===== src/rtl/bch_pkg.sv =====
// ---------------------------------------------------------------------------
// BCH package
// Shared widths, codes, control structs and a helper function.
// ---------------------------------------------------------------------------
`default_nettype none

package bch_pkg;

  localparam int unsigned IO_W  = 32;
  localparam int unsigned OP_W  = 2;
  localparam int unsigned GEN_W = 16;
  localparam int unsigned MB_W  = 4;
  localparam int unsigned DEG_W = 4;

  localparam logic [GEN_W-1:0] GEN_RESET = 16'd1335;
  localparam logic [MB_W-1:0]  MB_RESET  = 4'd5;

  // register index within the configuration space
  localparam logic REG_GEN = 1'b0;
  localparam logic REG_MSG = 1'b1;

  typedef enum logic [OP_W-1:0] {
    OP_REM  = 2'd0,
    OP_ENC  = 2'd1,
    OP_DEC  = 2'd2,
    OP_NONE = 2'd3
  } op_e;

  // control word broadcast to every remainder cell
  typedef struct packed {
    logic clear;
    logic shift;
    logic in_bit;
  } lfsr_ctl_t;

  // candidate handed to the distance search
  typedef struct packed {
    logic valid;
    logic first;
  } cand_ctl_t;

  // position of the highest set bit, 0 for a zero polynomial
  function automatic logic [DEG_W-1:0] poly_degree(input logic [GEN_W-1:0] g);
    logic [DEG_W-1:0] d;
    d = '0;
    for (int i = 0; i < GEN_W; i++) begin
      if (g[i]) begin
        d = DEG_W'(i);
      end
    end
    return d;
  endfunction

endpackage

`default_nettype wire


===== src/rtl/bch_ifs.sv =====
// ---------------------------------------------------------------------------
// BCH channel interfaces
// Valid/ready channels for request beats and result beats.
// ---------------------------------------------------------------------------
`default_nettype none

interface bch_in_if;
  logic                       valid;
  logic                       ready;
  logic [bch_pkg::OP_W-1:0]   op;
  logic [bch_pkg::IO_W-1:0]   word_in;

  modport source (output valid, output op, output word_in, input ready);
  modport sink   (input valid, input op, input word_in, output ready);
endinterface

interface bch_out_if;
  logic                       valid;
  logic                       ready;
  logic [bch_pkg::IO_W-1:0]   word_out;
  logic                       ambiguous;

  modport source (output valid, output word_out, output ambiguous, input ready);
  modport sink   (input valid, input word_out, input ambiguous, output ready);
endinterface

`default_nettype wire


===== src/rtl/bch_encode_check_decode.sv =====
// ---------------------------------------------------------------------------
// BCH encode, check and decode
// Remainder, systematic encode and nearest-codeword decode over GF(2).
// ---------------------------------------------------------------------------
// Usage:
//   in_if carries one request beat (op, word_in); out_if returns exactly one
//   result beat (word_out, ambiguous) per request, in order. The APB port
//   holds generator_poly at 0x0 and message_bits at 0x4; write them only
//   while no request is in flight.
// Throughput (one request at a time, taken in IDLE):
//   remainder / encode : one bit per cycle through the division chain of
//                        16 cells.
//   decode             : the chain first builds m basis codewords, then the
//                        scan counter offers 2^m candidates, one per cycle,
//                        followed by drain and result;
//                        m = min(message_bits, MAX_MESSAGE_BITS).
//   unused op          : result zero.
// Reset: registers return to 1335 and 5, the sequencer goes idle and the
//   result register empties. No clearing pass is needed.
// Stall: a finished result waits in the output register; a new request is
//   still taken, and its own result holds in the final state until the
//   output register frees up.
// ---------------------------------------------------------------------------
`default_nettype none

module bch_encode_check_decode #(
  parameter int unsigned WORD_BITS        = 32,
  parameter int unsigned MAX_MESSAGE_BITS = 8
) (
  input  wire logic        clk_i,
  input  wire logic        rst_ni,
  bch_in_if.sink           in_if,
  bch_out_if.source        out_if,
  input  wire logic        psel,
  input  wire logic        penable,
  input  wire logic        pwrite,
  input  wire logic [2:0]  paddr,
  input  wire logic [31:0] pwdata,
  output logic      [31:0] prdata,
  output logic             pready
);
  import bch_pkg::*;

  localparam int unsigned MMB    = MAX_MESSAGE_BITS;
  localparam int unsigned MBC_W  = $clog2(MMB + 1);
  localparam int unsigned BIDX_W = (MMB > 1) ? $clog2(MMB) : 1;
  localparam int unsigned NW     = $clog2(WORD_BITS + GEN_W + MMB + 1);

  typedef enum logic [5:0] {
    S_IDLE  = 6'b000001,
    S_DIV   = 6'b000010,
    S_BASIS = 6'b000100,
    S_SCAN  = 6'b001000,
    S_DRAIN = 6'b010000,
    S_FIN   = 6'b100000
  } state_e;

  // configuration registers
  logic [GEN_W-1:0] gen_q;
  logic [MB_W-1:0]  mb_q;
  logic             cfg_wr;

  // sequencer
  state_e               state_q, state_d;
  op_e                  op_q, op_d;
  logic [WORD_BITS-1:0] word_q, word_d;
  logic [WORD_BITS-1:0] sreg_q, sreg_d;
  logic [NW-1:0]        n_q, n_d;
  logic [MMB-1:0]       k_q, k_d;
  logic [WORD_BITS-1:0] cw_q, cw_d;
  logic [WORD_BITS-1:0] basis_q [MMB];

  // output register
  logic                 out_valid_q;
  logic [IO_W-1:0]      out_word_q;
  logic                 out_amb_q;

  logic                 accept;
  logic                 fin_write;
  logic [DEG_W-1:0]     gdeg;
  logic                 gzero;
  logic [MBC_W-1:0]     mbc;
  logic [MMB-1:0]       last_k;
  logic [MMB-1:0]       k_nx;
  logic [BIDX_W-1:0]    flip_idx;
  logic [WORD_BITS-1:0] word_ext;
  logic [WORD_BITS-1:0] rem_ext;
  logic [WORD_BITS-1:0] rem_sel;
  logic [NW-1:0]        basis_end;
  logic [NW-1:0]        pow;
  logic [NW-1:0]        cap_full;
  logic                 cap_en;
  logic [WORD_BITS-1:0] cap_val;
  logic [IO_W-1:0]      res_word;
  logic                 res_amb;

  lfsr_ctl_t            lfsr_ctl;
  logic [GEN_W-1:0]     rem;
  cand_ctl_t            cand;
  logic                 srch_busy;
  logic [MMB-1:0]       best_msg;
  logic                 srch_tie;

  // -------------------------------------------------------------------------
  // APB register file
  // -------------------------------------------------------------------------
  assign pready = 1'b1;
  assign cfg_wr = psel && penable && pwrite && pready;
  assign prdata = (paddr[2] == REG_MSG) ? 32'(mb_q) : 32'(gen_q);

  always_ff @(posedge clk_i or negedge rst_ni) begin
    if (!rst_ni) begin
      gen_q <= GEN_RESET;
      mb_q  <= MB_RESET;
    end else if (cfg_wr) begin
      unique case (paddr[2])
        REG_GEN: gen_q <= pwdata[GEN_W-1:0];
        REG_MSG: mb_q  <= pwdata[MB_W-1:0];
        default: ;
      endcase
    end
  end

  // -------------------------------------------------------------------------
  // Derived configuration
  // -------------------------------------------------------------------------
  assign gdeg  = poly_degree(gen_q);
  assign gzero = (gen_q == '0);
  // clamp the tried width to what the scan counter can hold
  assign mbc   = (32'(mb_q) > MMB) ? MBC_W'(MMB) : MBC_W'(mb_q);
  assign last_k = ~({MMB{1'b1}} << mbc);

  assign accept   = in_if.valid && in_if.ready;
  assign word_ext = WORD_BITS'(in_if.word_in);
  assign rem_ext  = WORD_BITS'(rem);
  // a zero generator never reduces: the remainder is the word itself
  assign rem_sel  = gzero ? word_q : rem_ext;

  // basis phase: at count n the chain holds x^(n-1) mod g
  assign basis_end = NW'(gdeg) + NW'(mbc);
  assign pow       = n_q - NW'(1);
  assign cap_full  = pow - NW'(gdeg);
  assign cap_en    = (state_q == S_BASIS) && (n_q > NW'(gdeg));
  assign cap_val   = (gzero || (32'(pow) >= WORD_BITS)) ? '0
                   : ((WORD_BITS'(1) << pow) | rem_ext);

  // Gray order: candidate k+1 differs from k in the lowest set bit of k+1
  assign k_nx = k_q + MMB'(1);
  always_comb begin
    flip_idx = '0;
    for (int i = MMB - 1; i >= 0; i--) begin
      if (k_nx[i]) begin
        flip_idx = BIDX_W'(i);
      end
    end
  end

  // -------------------------------------------------------------------------
  // Sequencer
  // -------------------------------------------------------------------------
  always_comb begin
    state_d  = state_q;
    op_d     = op_q;
    word_d   = word_q;
    sreg_d   = sreg_q;
    n_d      = n_q;
    k_d      = k_q;
    cw_d     = cw_q;
    lfsr_ctl = '0;
    cand     = '0;
    fin_write = 1'b0;

    unique case (state_q)
      S_IDLE: begin
        if (accept) begin
          op_d   = op_e'(in_if.op);
          n_d    = '0;
          k_d    = '0;
          cw_d   = '0;
          lfsr_ctl.clear = 1'b1;
          if (op_e'(in_if.op) == OP_ENC) begin
            word_d = word_ext << gdeg;
            sreg_d = word_ext << gdeg;
          end else begin
            word_d = word_ext;
            sreg_d = word_ext;
          end
          case (op_e'(in_if.op)) inside
            OP_REM, OP_ENC: state_d = S_DIV;
            OP_DEC:         state_d = S_BASIS;
            default:        state_d = S_FIN;
          endcase
        end
      end
      S_DIV: begin
        // feed the word MSB first through the division chain
        lfsr_ctl.shift  = 1'b1;
        lfsr_ctl.in_bit = sreg_q[WORD_BITS-1];
        sreg_d = sreg_q << 1;
        n_d    = n_q + NW'(1);
        if (n_q == NW'(WORD_BITS - 1)) begin
          state_d = S_FIN;
        end
      end
      S_BASIS: begin
        // divide a single one followed by zeros to get x^n mod g
        lfsr_ctl.shift  = (n_q < basis_end);
        lfsr_ctl.in_bit = (n_q == '0);
        if (n_q == basis_end) begin
          state_d = S_SCAN;
        end else begin
          n_d = n_q + NW'(1);
        end
      end
      S_SCAN: begin
        cand.valid = 1'b1;
        cand.first = (k_q == '0);
        k_d  = k_nx;
        cw_d = cw_q ^ basis_q[flip_idx];
        if (k_q == last_k) begin
          state_d = S_DRAIN;
        end
      end
      S_DRAIN: begin
        if (!srch_busy) begin
          state_d = S_FIN;
        end
      end
      S_FIN: begin
        if (!out_valid_q || out_if.ready) begin
          fin_write = 1'b1;
          state_d   = S_IDLE;
        end
      end
      default: state_d = S_IDLE;
    endcase
  end

  always_comb begin
    res_word = '0;
    res_amb  = 1'b0;
    case (op_q)
      OP_REM: res_word = IO_W'(rem_sel);
      OP_ENC: res_word = IO_W'(word_q ^ rem_sel);
      OP_DEC: begin
        res_amb  = srch_tie;
        res_word = srch_tie ? '0 : IO_W'(best_msg);
      end
      default: ;
    endcase
  end

  always_ff @(posedge clk_i or negedge rst_ni) begin
    if (!rst_ni) begin
      state_q     <= S_IDLE;
      op_q        <= OP_NONE;
      n_q         <= '0;
      k_q         <= '0;
      out_valid_q <= 1'b0;
    end else begin
      state_q <= state_d;
      op_q    <= op_d;
      n_q     <= n_d;
      k_q     <= k_d;
      if (fin_write) begin
        out_valid_q <= 1'b1;
      end else if (out_if.ready) begin
        out_valid_q <= 1'b0;
      end
    end
  end

  always_ff @(posedge clk_i) begin
    word_q <= word_d;
    sreg_q <= sreg_d;
    cw_q   <= cw_d;
    if (cap_en) begin
      basis_q[cap_full[BIDX_W-1:0]] <= cap_val;
    end
    if (fin_write) begin
      out_word_q <= res_word;
      out_amb_q  <= res_amb;
    end
  end

  // -------------------------------------------------------------------------
  // Datapath units
  // -------------------------------------------------------------------------
  bch_lfsr u_lfsr (
    .clk_i  (clk_i),
    .rst_ni (rst_ni),
    .ctl_i  (lfsr_ctl),
    .gen_i  (gen_q),
    .gdeg_i (gdeg),
    .rem_o  (rem)
  );

  bch_search #(
    .WORD_BITS        (WORD_BITS),
    .MAX_MESSAGE_BITS (MMB)
  ) u_search (
    .clk_i      (clk_i),
    .rst_ni     (rst_ni),
    .cand_i     (cand),
    .word_i     (word_q),
    .cw_i       (cw_q),
    .msg_i      (k_q ^ (k_q >> 1)),
    .busy_o     (srch_busy),
    .best_msg_o (best_msg),
    .tie_o      (srch_tie)
  );

  assign in_if.ready      = (state_q == S_IDLE);
  assign out_if.valid     = out_valid_q;
  assign out_if.word_out  = out_word_q;
  assign out_if.ambiguous = out_amb_q;

  // -------------------------------------------------------------------------
  // Assertions
  // -------------------------------------------------------------------------
  a_accept_leaves_idle: assert property (@(posedge clk_i) disable iff (!rst_ni)
    accept |=> (state_q != S_IDLE))
    else $error("request beat taken but sequencer stayed idle");

  a_amb_zero_word: assert property (@(posedge clk_i) disable iff (!rst_ni)
    (out_valid_q && out_amb_q) |-> (out_word_q == '0))
    else $error("ambiguous result carries a nonzero word");

  a_fin_drained: assert property (@(posedge clk_i) disable iff (!rst_ni)
    (state_q == S_FIN) |-> !srch_busy)
    else $error("result formed while search pipeline still busy");

  a_div_count: assert property (@(posedge clk_i) disable iff (!rst_ni)
    (state_q == S_DIV) |-> (32'(n_q) < WORD_BITS))
    else $error("division ran past the word width");

endmodule

`default_nettype wire


===== src/rtl/bch_cell.sv =====
// ---------------------------------------------------------------------------
// BCH remainder cell
// One bit of the division register: take the neighbor bit, fold in feedback.
// ---------------------------------------------------------------------------
`default_nettype none

module bch_cell (
  input  wire logic               clk_i,
  input  wire logic               rst_ni,
  input  wire bch_pkg::lfsr_ctl_t ctl_i,
  input  wire logic               left_i,
  input  wire logic               fb_i,
  input  wire logic               gbit_i,
  output logic                    q_o
);
  import bch_pkg::*;

  logic bit_q;
  logic bit_d;

  always_comb begin
    bit_d = bit_q;
    if (ctl_i.clear) begin
      bit_d = 1'b0;
    end else if (ctl_i.shift) begin
      bit_d = left_i ^ (fb_i & gbit_i);
    end
  end

  always_ff @(posedge clk_i or negedge rst_ni) begin
    if (!rst_ni) begin
      bit_q <= 1'b0;
    end else begin
      bit_q <= bit_d;
    end
  end

  assign q_o = bit_q;

endmodule

`default_nettype wire


===== src/rtl/bch_lfsr.sv =====
// ---------------------------------------------------------------------------
// BCH division chain
// Row of remainder cells dividing a serial bit stream by the generator.
// ---------------------------------------------------------------------------
`default_nettype none

module bch_lfsr (
  input  wire logic                          clk_i,
  input  wire logic                          rst_ni,
  input  wire bch_pkg::lfsr_ctl_t            ctl_i,
  input  wire logic [bch_pkg::GEN_W-1:0]     gen_i,
  input  wire logic [bch_pkg::DEG_W-1:0]     gdeg_i,
  output logic      [bch_pkg::GEN_W-1:0]     rem_o
);
  import bch_pkg::*;

  logic [GEN_W-1:0] rem;
  logic [GEN_W-1:0] tap;
  logic             fb;

  // value each cell sees before reduction; the bit at the degree is the feedback
  assign tap = {rem[GEN_W-2:0], ctl_i.in_bit};
  assign fb  = tap[gdeg_i];

  for (genvar i = 0; i < GEN_W; i++) begin : g_cell
    bch_cell u_cell (
      .clk_i  (clk_i),
      .rst_ni (rst_ni),
      .ctl_i  (ctl_i),
      .left_i (tap[i]),
      .fb_i   (fb),
      .gbit_i (gen_i[i]),
      .q_o    (rem[i])
    );
  end

  assign rem_o = rem;

endmodule

`default_nettype wire


===== src/rtl/bch_search.sv =====
// ---------------------------------------------------------------------------
// BCH nearest-codeword search
// Two stages: Hamming distance of one candidate, then best and tie tracking.
// ---------------------------------------------------------------------------
`default_nettype none

module bch_search #(
  parameter int unsigned WORD_BITS        = 32,
  parameter int unsigned MAX_MESSAGE_BITS = 8
) (
  input  wire logic                          clk_i,
  input  wire logic                          rst_ni,
  input  wire bch_pkg::cand_ctl_t            cand_i,
  input  wire logic [WORD_BITS-1:0]          word_i,
  input  wire logic [WORD_BITS-1:0]          cw_i,
  input  wire logic [MAX_MESSAGE_BITS-1:0]   msg_i,
  output logic                               busy_o,
  output logic [MAX_MESSAGE_BITS-1:0]        best_msg_o,
  output logic                               tie_o
);
  import bch_pkg::*;

  localparam int unsigned DW = $clog2(WORD_BITS + 1);

  logic [WORD_BITS-1:0]        diff;
  logic [DW-1:0]               hdist;
  logic                        s1_valid_q;
  logic                        s1_first_q;
  logic [DW-1:0]               s1_dist_q;
  logic [MAX_MESSAGE_BITS-1:0] s1_msg_q;
  logic [DW-1:0]               best_dist_q;
  logic [MAX_MESSAGE_BITS-1:0] best_msg_q;
  logic                        tie_q;

  assign diff = word_i ^ cw_i;

  always_comb begin
    hdist = '0;
    for (int i = 0; i < WORD_BITS; i++) begin
      hdist = hdist + DW'(diff[i]);
    end
  end

  always_ff @(posedge clk_i or negedge rst_ni) begin
    if (!rst_ni) begin
      s1_valid_q <= 1'b0;
      tie_q      <= 1'b0;
    end else begin
      s1_valid_q <= cand_i.valid;
      if (s1_valid_q) begin
        if (s1_first_q || (s1_dist_q < best_dist_q)) begin
          tie_q <= 1'b0;
        end else if (s1_dist_q == best_dist_q) begin
          tie_q <= 1'b1;
        end
      end
    end
  end

  always_ff @(posedge clk_i) begin
    if (cand_i.valid) begin
      s1_first_q <= cand_i.first;
      s1_dist_q  <= hdist;
      s1_msg_q   <= msg_i;
    end
    if (s1_valid_q && (s1_first_q || (s1_dist_q < best_dist_q))) begin
      best_dist_q <= s1_dist_q;
      best_msg_q  <= s1_msg_q;
    end
  end

  assign busy_o     = s1_valid_q;
  assign best_msg_o = best_msg_q;
  assign tie_o      = tie_q;

endmodule

`default_nettype wire


===== src/flat_wrapper.sv =====
// flat-port wrapper written by rule: the top's interface ports become plain ports
module bch_encode_check_decode_flat import bch_pkg::*;
#(
  parameter int unsigned WORD_BITS        = 32,
  parameter int unsigned MAX_MESSAGE_BITS = 8
)
  (clk_i, rst_ni, psel, penable, pwrite, paddr, pwdata, prdata, pready, in_if_valid, in_if_op, in_if_word_in, in_if_ready, out_if_valid, out_if_word_out, out_if_ambiguous, out_if_ready);
  bch_in_if in_if_i ();
  bch_out_if out_if_i ();
  input  wire logic clk_i;
  input  wire logic rst_ni;
  input  wire logic psel;
  input  wire logic penable;
  input  wire logic pwrite;
  input  wire logic [2:0] paddr;
  input  wire logic [31:0] pwdata;
  output logic      [31:0] prdata;
  output logic pready;
  input wire logic [$bits(in_if_i.valid)-1:0] in_if_valid;
  input wire logic [$bits(in_if_i.op)-1:0] in_if_op;
  input wire logic [$bits(in_if_i.word_in)-1:0] in_if_word_in;
  output wire logic [$bits(in_if_i.ready)-1:0] in_if_ready;
  output wire logic [$bits(out_if_i.valid)-1:0] out_if_valid;
  output wire logic [$bits(out_if_i.word_out)-1:0] out_if_word_out;
  output wire logic [$bits(out_if_i.ambiguous)-1:0] out_if_ambiguous;
  input wire logic [$bits(out_if_i.ready)-1:0] out_if_ready;
  assign in_if_i.valid = in_if_valid;
  assign in_if_i.op = in_if_op;
  assign in_if_i.word_in = in_if_word_in;
  assign in_if_ready = in_if_i.ready;
  assign out_if_valid = out_if_i.valid;
  assign out_if_word_out = out_if_i.word_out;
  assign out_if_ambiguous = out_if_i.ambiguous;
  assign out_if_i.ready = out_if_ready;
  bch_encode_check_decode #(.WORD_BITS(WORD_BITS), .MAX_MESSAGE_BITS(MAX_MESSAGE_BITS)) u_core (.clk_i(clk_i), .rst_ni(rst_ni), .in_if(in_if_i), .out_if(out_if_i), .psel(psel), .penable(penable), .pwrite(pwrite), .paddr(paddr), .pwdata(pwdata), .prdata(prdata), .pready(pready));
endmodule

===== config.mk =====
export PLATFORM = sky130hd
export DESIGN_NAME = bch_encode_check_decode_flat
export DESIGN_NICKNAME = d
export VERILOG_FILES = /design/src/rtl/bch_pkg.sv /design/src/rtl/bch_ifs.sv /design/src/rtl/bch_encode_check_decode.sv /design/src/rtl/bch_cell.sv /design/src/rtl/bch_lfsr.sv /design/src/rtl/bch_search.sv /design/src/flat_wrapper.sv
export SDC_FILE = /design/constraint.sdc
export NUM_CORES = 1
export LEC_CHECK = 0
export BUFFER_PORTS_ARGS = -buffer_cell sky130_fd_sc_hd__buf_2
export CAP_MARGIN = 20
export CORE_MARGIN = 4
export CORE_UTILIZATION = 62
export CTS_CLUSTER_SIZE = 8
export DETAILED_ROUTE_END_ITERATION = 12
export PLACE_DENSITY_LB_ADDON = 0.15
export SYNTH_ARGS = -nofsm -noshare
export SYNTH_HDL_FRONTEND = slang
export SYNTH_SLANG_ARGS = --single-unit

===== constraint.sdc =====
create_clock -name clk_i -period 7.2 [get_ports clk_i]
set_input_delay 1.08 -clock clk_i [delete_from_list [all_inputs] [get_ports clk_i]]
set_output_delay 1.08 -clock clk_i [all_outputs]
set_load 0.01 [all_outputs]

==> results by group, run 1 <==
Clock tree
  • Root Buffer: clkbuf_16
  • CTS clock-pin slew for the worst setup and hold paths: around 0.050 ns
  • Hold buffer count at cts: 0
  • H-tree Lvls: 3
  • Clock latency on the worst-skew pair: 0.57 ns
  • CTS Buffer Depth: 3
  • Post-CTS resize count: 0
  • Clock sink count: around 480
  • Total CTS buffers: 69
  • CTS tree: done
  • Setup bufs post-CTS: 0

Synthesis
  • Synthesized area per cell: between 10 and 15 um2
  • Synth warn: 0
  • Synth Instances: about 1900
  • Asr flop ratio synth: about an eighth
  • Netlist cell types: 85
  • Register area share after synthesis: a little under three fifths
  • Cell Area, Synth: roughly 0.024 mm2
  • Flops & latches, synth: around 480
  • Main flop type after synthesis: edfxtp_1
  • Post-synth EDFFs: 414

Placement
  • GP Congestion: between 0.9 and 1
  • Pre-CTS setup slack: between 1.5 and 2 ns
  • PortBufs: ~110
  • Area post-placement: 0.0254 mm2
  • DP HPWL: approximately 38000 um

Status
  • Outcome: complete, no violations

Finish
  • Final #Nets: approximately 2100
  • Diodes inserted: 0
  • Core Util, Final: a little over two thirds
  • Filler instances: 2687
  • Layout cell share with drive strength beyond 1: between 10% and 20%
  • Fin area: about 0.027 mm2
  • P&R area growth vs syn: 11.5%

Drt
  • Iteration-0 DRC Markers: 1528
  • Metal3 WL: between 4000 and 5000 um
  • TritonRoute pass-1 iters: 8
  • Top routing layer used: met4
  • Post-route ant nets: 0
  • WL met1: 24300 um
  • Via/cell ratio: ~6.3
  • Remaining DRCs: 0
  • Wire length on met2: ~28000 um
  • DR vias: 16011
  • Total wire length: ~60000 um
  • Drt wl/cell: between 20 and 25 um

Global route
  • Vias in the first global route: approximately 16000
  • Largest net degree at the start of global routing: between 100 and 150
  • First-pass GRT wire length: 90300 um
  • Overflow after GRT: 0
  • Global Route Usage Sum: between 20% and 30%
  • Initial antenna violation count: 0

Setup path
  • Family with the most delay on the worst path: simple AND/OR/NAND/NOR gates
  • Data required time of the worst path: ~7.7 ns
  • Crit path largest cell delay: around 0.76 ns
  • Critical setup path kind: flip-flop to flip-flop
  • Setup crit end kind: flip-flop
  • Crit-path max FO: 36
  • Startpoint Class: flip-flop
  • CP arrival: about 5.9 ns
  • Critical Path Slowest Stage Cell: o21ai_1
  • Worst path cell trace: or2_1, o21ai_1, o21ai_2, inv_2, fa_1, inv_1, a21o_1, a21oi_1, ha_1, and4b_1, o21ai_0, o2111ai_1, and3_1, or2_2, nor4b_1, nand2_1, o311ai_1
  • Buf/Inv on CP: 2

Die
  • Chip Height: a little over 200 um
  • Die extent in x: about 210 um
  • Rows: between 70 and 80
  • Die ar.: 0.0427 mm2
  • I/O pin cnt: 144
  • Initial Utilization: a little over three fifths
  • Core area: ~0.039 mm2

STA
  • Highest Clock Rate: about 180 MHz
  • Hold_ws: roughly 0.41 ns
  • Setup TNS: 0 ns
  • RSZ-0062 raised after global routing: false
  • Clock skew: approximately 0.018 ns
  • Worst slew pin tran: 1.13 ns
  • Final setup violation count: 0
  • Rel. slew slack: 24.8%
  • Final Slew Violations: 0
  • Setup slack after layout: between 1.5 and 2 ns
  • Tmin final: about 5.4 ns
  • Final Hold Fails: 0
  • Final Cycle Share: 75.1%

Power and ir drop
  • Maximum vdd drop: between 1.5 and 2 mV
  • Leak: 11.3 nW
  • Cell Pwr Density: roughly 570 mW/mm2

Min path
  • Hold WC Path Type: flip-flop to flip-flop

Flow run
  • Max-Cap Viols: 0
[area by class of cell]
type	count	area [um2]	area share (%)
timing repair buffer	134	748	2.74
clock inverter	5	50.0	0.183
inverter	64	244	0.895
multi-input combinational	1255	9740	35.7
sequential	475	14000	51.2
clock buffer	93	1870	6.85
tap	518	648	2.38
[report_power, final]
| group | leakage (nW) | switching (mW) | internal [mW] | total (mW) |
|---|---|---|---|---|
| Combinational | 5.75 | 4.63 | 3.57 | 8.20 |
| Clock | 0.932 | 1.11 | 1.79 | 2.90 |
| Sequential | 4.67 | 0.477 | 3.92 | 4.40 |
| Total | 11.3 | 6.22 | 9.28 | 15.5 |
[registers in the layout, indices dropped and copies added, names as in the netlist, 8 cells and up]
name / flops
u_core.basis_q: 256
u_core.cw_q: 32
u_core.out_if.word_out: 32
u_core.sreg_q: 32
u_core.word_q: 32
u_core.gen_q: 16
u_core.u_lfsr.g_cell.u_cell.q_o: 16
u_core.k_q: 8
u_core.u_search.best_msg_o: 8
u_core.u_search.s1_msg_q: 8
[routing by layer]
metal / vias up / global-route usage (%)
met5: - / 0
met3: 119 / 4.84
met4: 0 / 9.08
met1: 7903 / 38.4
li1: 7287 / -
met2: 702 / 44.9
[cell usage after synthesis, types with 4 or more instances]
| master | number | area share, % |
|---|---|---|
| a211oi_1 | 7 | 0.21 |
| clkbuf_1 | 76 | 1.2 |
| nor4_1 | 8 | 0.20 |
| o21ai_1 | 11 | 0.23 |
| inv_1 | 61 | 0.94 |
| xor2_1 | 30 | 1.1 |
| o211ai_1 | 23 | 0.71 |
| a31oi_1 | 26 | 0.67 |
| a221oi_1 | 9 | 0.32 |
| nand3b_1 | 7 | 0.21 |
| mux2i_1 | 218 | 8.9 |
| o21ai_0 | 47 | 0.96 |
| o22ai_1 | 38 | 0.97 |
| a221o_1 | 10 | 0.41 |
| edfxtp_1 | 414 | 51 |
| nand2b_1 | 12 | 0.31 |
| dfrtp_1 | 49 | 5.0 |
| nand2_1 | 127 | 1.9 |
| nor2b_1 | 19 | 0.49 |
| buf_6 | 6 | 0.28 |
| buf_4 | 17 | 0.52 |
| nand4_1 | 5 | 0.13 |
| nor3_1 | 19 | 0.39 |
| a211o_1 | 8 | 0.29 |
| ha_1 | 43 | 2.2 |
| o21a_1 | 7 | 0.21 |
| fa_1 | 26 | 2.1 |
| a21oi_1 | 54 | 1.1 |
| a31o_2 | 4 | 0.14 |
| o221ai_1 | 11 | 0.39 |
| a21o_1 | 7 | 0.21 |
| xnor2_1 | 105 | 3.8 |
| nor2_1 | 99 | 1.5 |
| o211a_1 | 6 | 0.25 |
| o2111ai_1 | 7 | 0.25 |
| and2_1 | 34 | 0.87 |
| mux2_2 | 57 | 2.6 |
| nand3_1 | 37 | 0.76 |
| a32oi_1 | 5 | 0.18 |
| buf_1 | 5 | 0.077 |
| o31ai_1 | 15 | 0.46 |
| and3_1 | 31 | 0.79 |
| mux4_2 | 7 | 0.64 |
| buf_2 | 31 | 0.63 |
| dfstp_2 | 12 | 1.3 |
[cells by family (layout without fill, tap and decap cells)]
family,Yosys count,in the layout,synth area share (%)
flops,475,475,57.1
simple gates,423,423,8.46
compound gates,328,328,9.27
mux,283,283,12.3
buf+inv,199,296,3.67
xor+xnor,135,135,4.84
fa+ha+maj,69,69,4.33
other cells,2,17,0.0307
[path summary, 6_finish.rpt]
check	cells past startpoint	start	to	slack [ns]
worst min register to register	0	u_core.u_search.s1_msg_q[7]	u_core.u_search.best_msg_o[7]	0.41
worst max register to register	17	u_core.gen_q[11]	u_core.u_lfsr.g_cell[1].u_cell.q_o	1.79
worst max-delay path	17	u_core.gen_q[11]	u_core.u_lfsr.g_cell[1].u_cell.q_o	1.79
max in group asynchronous	2	rst_ni	u_core.u_search.tie_o	5.96
worst min-delay path	0	u_core.u_search.s1_msg_q[7]	u_core.u_search.best_msg_o[7]	0.41
min in group asynchronous	2	rst_ni	u_core.k_q[1]	0.69
[layout by cell type, fill, tap and decap left out, types with 11 or more instances in the layout]
cell type	instances
fa_1	26
xnor2_1	105
inv_1	61
dfstp_2	12
o221ai_1	11
nand2_1	126
a31oi_1	26
nor2_1	95
clkbuf_1	21
o22ai_1	38
xor2_1	30
dfrtp_1	49
clkbuf_16	71
mux2_2	57
nor2b_1	18
o21ai_1	11
edfxtp_1	414
and2_1	34
mux2i_1	218
a21oi_1	54
conb_1	17
ha_1	43
o21ai_0	46
o31ai_1	14
buf_4	25
nand2b_1	12
nor3_1	15
and3_1	31
nand3_1	37
buf_2	108
o211ai_1	23
[stage by stage]
stage | power (mW) | instances
3_5_place_dp | 12.5 | 2446
6_report | 15.5 | 2544
2_1_floorplan | 10.8 | 1929
5_1_grt | 16.6 | 2544
4_1_cts | 15.5 | 2544
3_3_place_gp | 12.4 | 2446
(Power assumes the default switching activity.)
==> run 2: changes to the inputs <==
- CORE_UTILIZATION: 62 -> 56
- clock period: 7.2 -> 4.6 ns (I/O delays scaled with it)
==> results by group, run 2 (synthesis gave the netlist of run 1 again) <==
Die
  • Rows: 76 (+5.6%)
  • Initial Utilization: 56.8% (-6.2 points)
  • Die extent in x: 217 um (+5.0%)
  • Chip Height: 217 um (+5.0%)
  • Die ar.: 0.0471 mm2 (+10%)
  • Core area: 0.0431 mm2 (+11%)
  • I/O pin cnt: 144 (unchanged)

STA
  • Clock skew: 0.0287 ns (+0.0106 ns)
  • Final Cycle Share: 108% (+33 points)
  • Final setup violation count: 5 (+5)
  • RSZ-0062 raised after global routing: true
  • Final Hold Fails: 0 (unchanged)
  • Tmin final: 4.95 ns (-0.458 ns)
  • Final Slew Violations: 0 (unchanged)
  • Setup slack after layout: -0.351 ns (-2.14 ns)
  • Highest Clock Rate: 202 MHz (+9.3%)
  • Rel. slew slack: 27.1% (+2.3 points)
  • Worst slew pin tran: 1.09 ns (-0.0369 ns)

Status
  • Outcome: finished with violations
  • Violated checks: setup timing

Global route
  • First-pass GRT wire length: 95300 um (+5.5%)
  • Initial antenna violation count: 0 (unchanged)
  • Largest net degree at the start of global routing: 53 (-59%)
  • Global Route Usage Sum: 26.3% (-1.4 points)
  • Vias in the first global route: 16303 (+3.1%)
  • Overflow after GRT: 0 (unchanged)

Clock tree
  • Clock latency on the worst-skew pair: 0.60 ns (+0.03 ns)
  • Clock sink count: 475 (unchanged)
  • H-tree Lvls: 3 (unchanged)
  • CTS tree: done
  • Root Buffer: clkbuf_16
  • Total CTS buffers: 69 (unchanged)
  • CTS Buffer Depth: 3 (unchanged)
  • CTS clock-pin slew for the worst setup and hold paths: 0.05 ns (about the same)

Finish
  • Number of flip-flops in the largest register: 256 (unchanged)
  • Area of the multi-input gates: 0.00984 mm2 (+0.99%)
  • P&R area growth vs syn: 15.0%
  • Reg area: 0.0140 mm2 (unchanged)
  • Most frequent cells in the layout: edfxtp_1, mux2i_1, nand2_1
  • Commonest non-fill, non-tap cell in the layout: edfxtp_1
  • Final #Nets: 2219 (+3.5%)
  • Filler instances: 3161 (+18%)
  • Core Util, Final: 65.3% (-5.0 points)
  • Layout cell share with drive strength beyond 1: 19.5% (+3.6 points)
  • Diodes inserted: 0 (unchanged)

Setup path
  • Critical setup path kind: flip-flop to flip-flop
  • Startpoint Class: flip-flop
  • CP arrival: 5.30 ns (-0.57 ns)
  • Setup crit end kind: flip-flop
  • Setup crit start: u_core.word_q[13]
  • R2r startpoint: u_core.word_q[13]
  • Data required time of the worst path: 4.95 ns (-2.71 ns)
  • Crit-path max FO: 2 (-94%)

Drt
  • Total wire length: 62600 um (+6.5%)
  • Post-route ant nets: 0 (unchanged)
  • Via/cell ratio: 6.09 (-3.2%)
  • TritonRoute pass-1 iters: 5 (-3)
  • DR vias: 16335 (+2.0%)
  • Iteration-0 DRC Markers: 1433 (-6.2%)
  • Drt wl/cell: 23.3 um (+1.0%)
  • Remaining DRCs: 0 (unchanged)

Power and ir drop
  • Leak: 11.8 nW (+3.7%)
  • Maximum vdd drop: 3.01 mV (+65%)
  • Cell Pwr Density: 915 mW/mm2 (+61%)

Placement
  • GP Congestion: 0.898 (-1.3%)
  • DP HPWL: 42300 um (+11%)
  • PortBufs: 108 (unchanged)
  • Pre-CTS setup slack: -0.344 ns (-2.20 ns)

Flow run
  • Max-Cap Viols: 0 (unchanged)

Min path
  • Hold WC Path Type: input port to async pin
==> run 2: changes by cell type in the layout (fill, tap and decap cells not counted), sizes merged <==
cell / delta
inv: -1
buf: +72
clkinv: +3
clkbuf: -6
nor2: +2
==> run 2: timing repair <==
item | in CTS | in global routing
hold buffers | 0 | 0
gates cloned | 0 | 2
pin swaps | 5 | 4
gates resized for setup | 6 | 7
setup buffers | 1 | 1
setup endpoints to repair | 5 | 22
==> run 2: path summary, 6_finish.rpt <==
kind | to | slack (ns) | cells after the start
worst min register to register | u_core.u_search.best_msg_o[2] | 0.42 | 0
worst max-delay path | u_core.u_search.s1_dist_q[4] | -0.35 | 16
max in group asynchronous | u_core.gen_q[0] | 3.51 | 2
worst min-delay path | u_core.out_if.valid | 0.16 | 1
min in group clk_i | u_core.gen_q[9] | 0.32 | 2
worst max register to register | u_core.u_search.s1_dist_q[4] | -0.35 | 16
==> run 2: critical path, cell delays in order (launching register included) <==
cell and delay [ns]:
edfxtp_1 0.44, xor2_2 0.22, fa_1 0.54, inv_1 0.05, fa_1 0.47, fa_1 0.52
fa_1 0.60, fa_1 0.44, fa_1 0.46, inv_2 0.08, ha_4 0.13, inv_2 0.04
fa_2 0.37, inv_1 0.06, a21o_1 0.11, a21oi_2 0.06, xnor2_1 0.12
==> run 2: cell type report <==
cell class                 instances  share of cell area (%)
multi-input combinational       1257                    35.0
tap                              585                    2.60
clock buffer                      86                    6.48
sequential                       475                    49.7
timing repair buffer             207                    4.98
clock inverter                     7                   0.369
inverter                          64                   0.868
==> run 2: per-layer routing <==
metal  up-vias  part of all wire, %  track usage [%]
met1      8149                   43             37.4
met4         0                  1.8             6.74
met3        73                  7.1             4.31
met5         -                    0                0
met2       687                   48             42.7
li1       7426                    -                -
==> run 2: power breakdown <==
| group | total, mW | switching, mW | internal [mW] |
|---|---|---|---|
| combinational | 14.4 | 7.44 | 6.99 |
| clock | 4.56 | 1.79 | 2.76 |
| sequential | 6.73 | 0.684 | 6.05 |
| total | 25.7 | 9.92 | 15.8 |
==> run 2: stage by stage <==
| step | total power, mW | area (um2) | cells | setup TNS (ns) | hold WS, ns |
|---|---|---|---|---|---|
| floorplan | 16.3 | 24500 | 1929 | -21.00 | 0.394 |
| global placement | 20.1 | 26000 | 2581 | -1.14 | 0.402 |
| detailed placement | 20.4 | 26100 | 2582 | -1.33 | 0.407 |
| CTS | 25.3 | 28000 | 2676 | -1.18 | 0.162 |
| global route | 27.0 | 28100 | 2681 | -1.96 | 0.201 |
| finish | 25.7 | 28100 | 2681 | -1.35 | 0.163 |
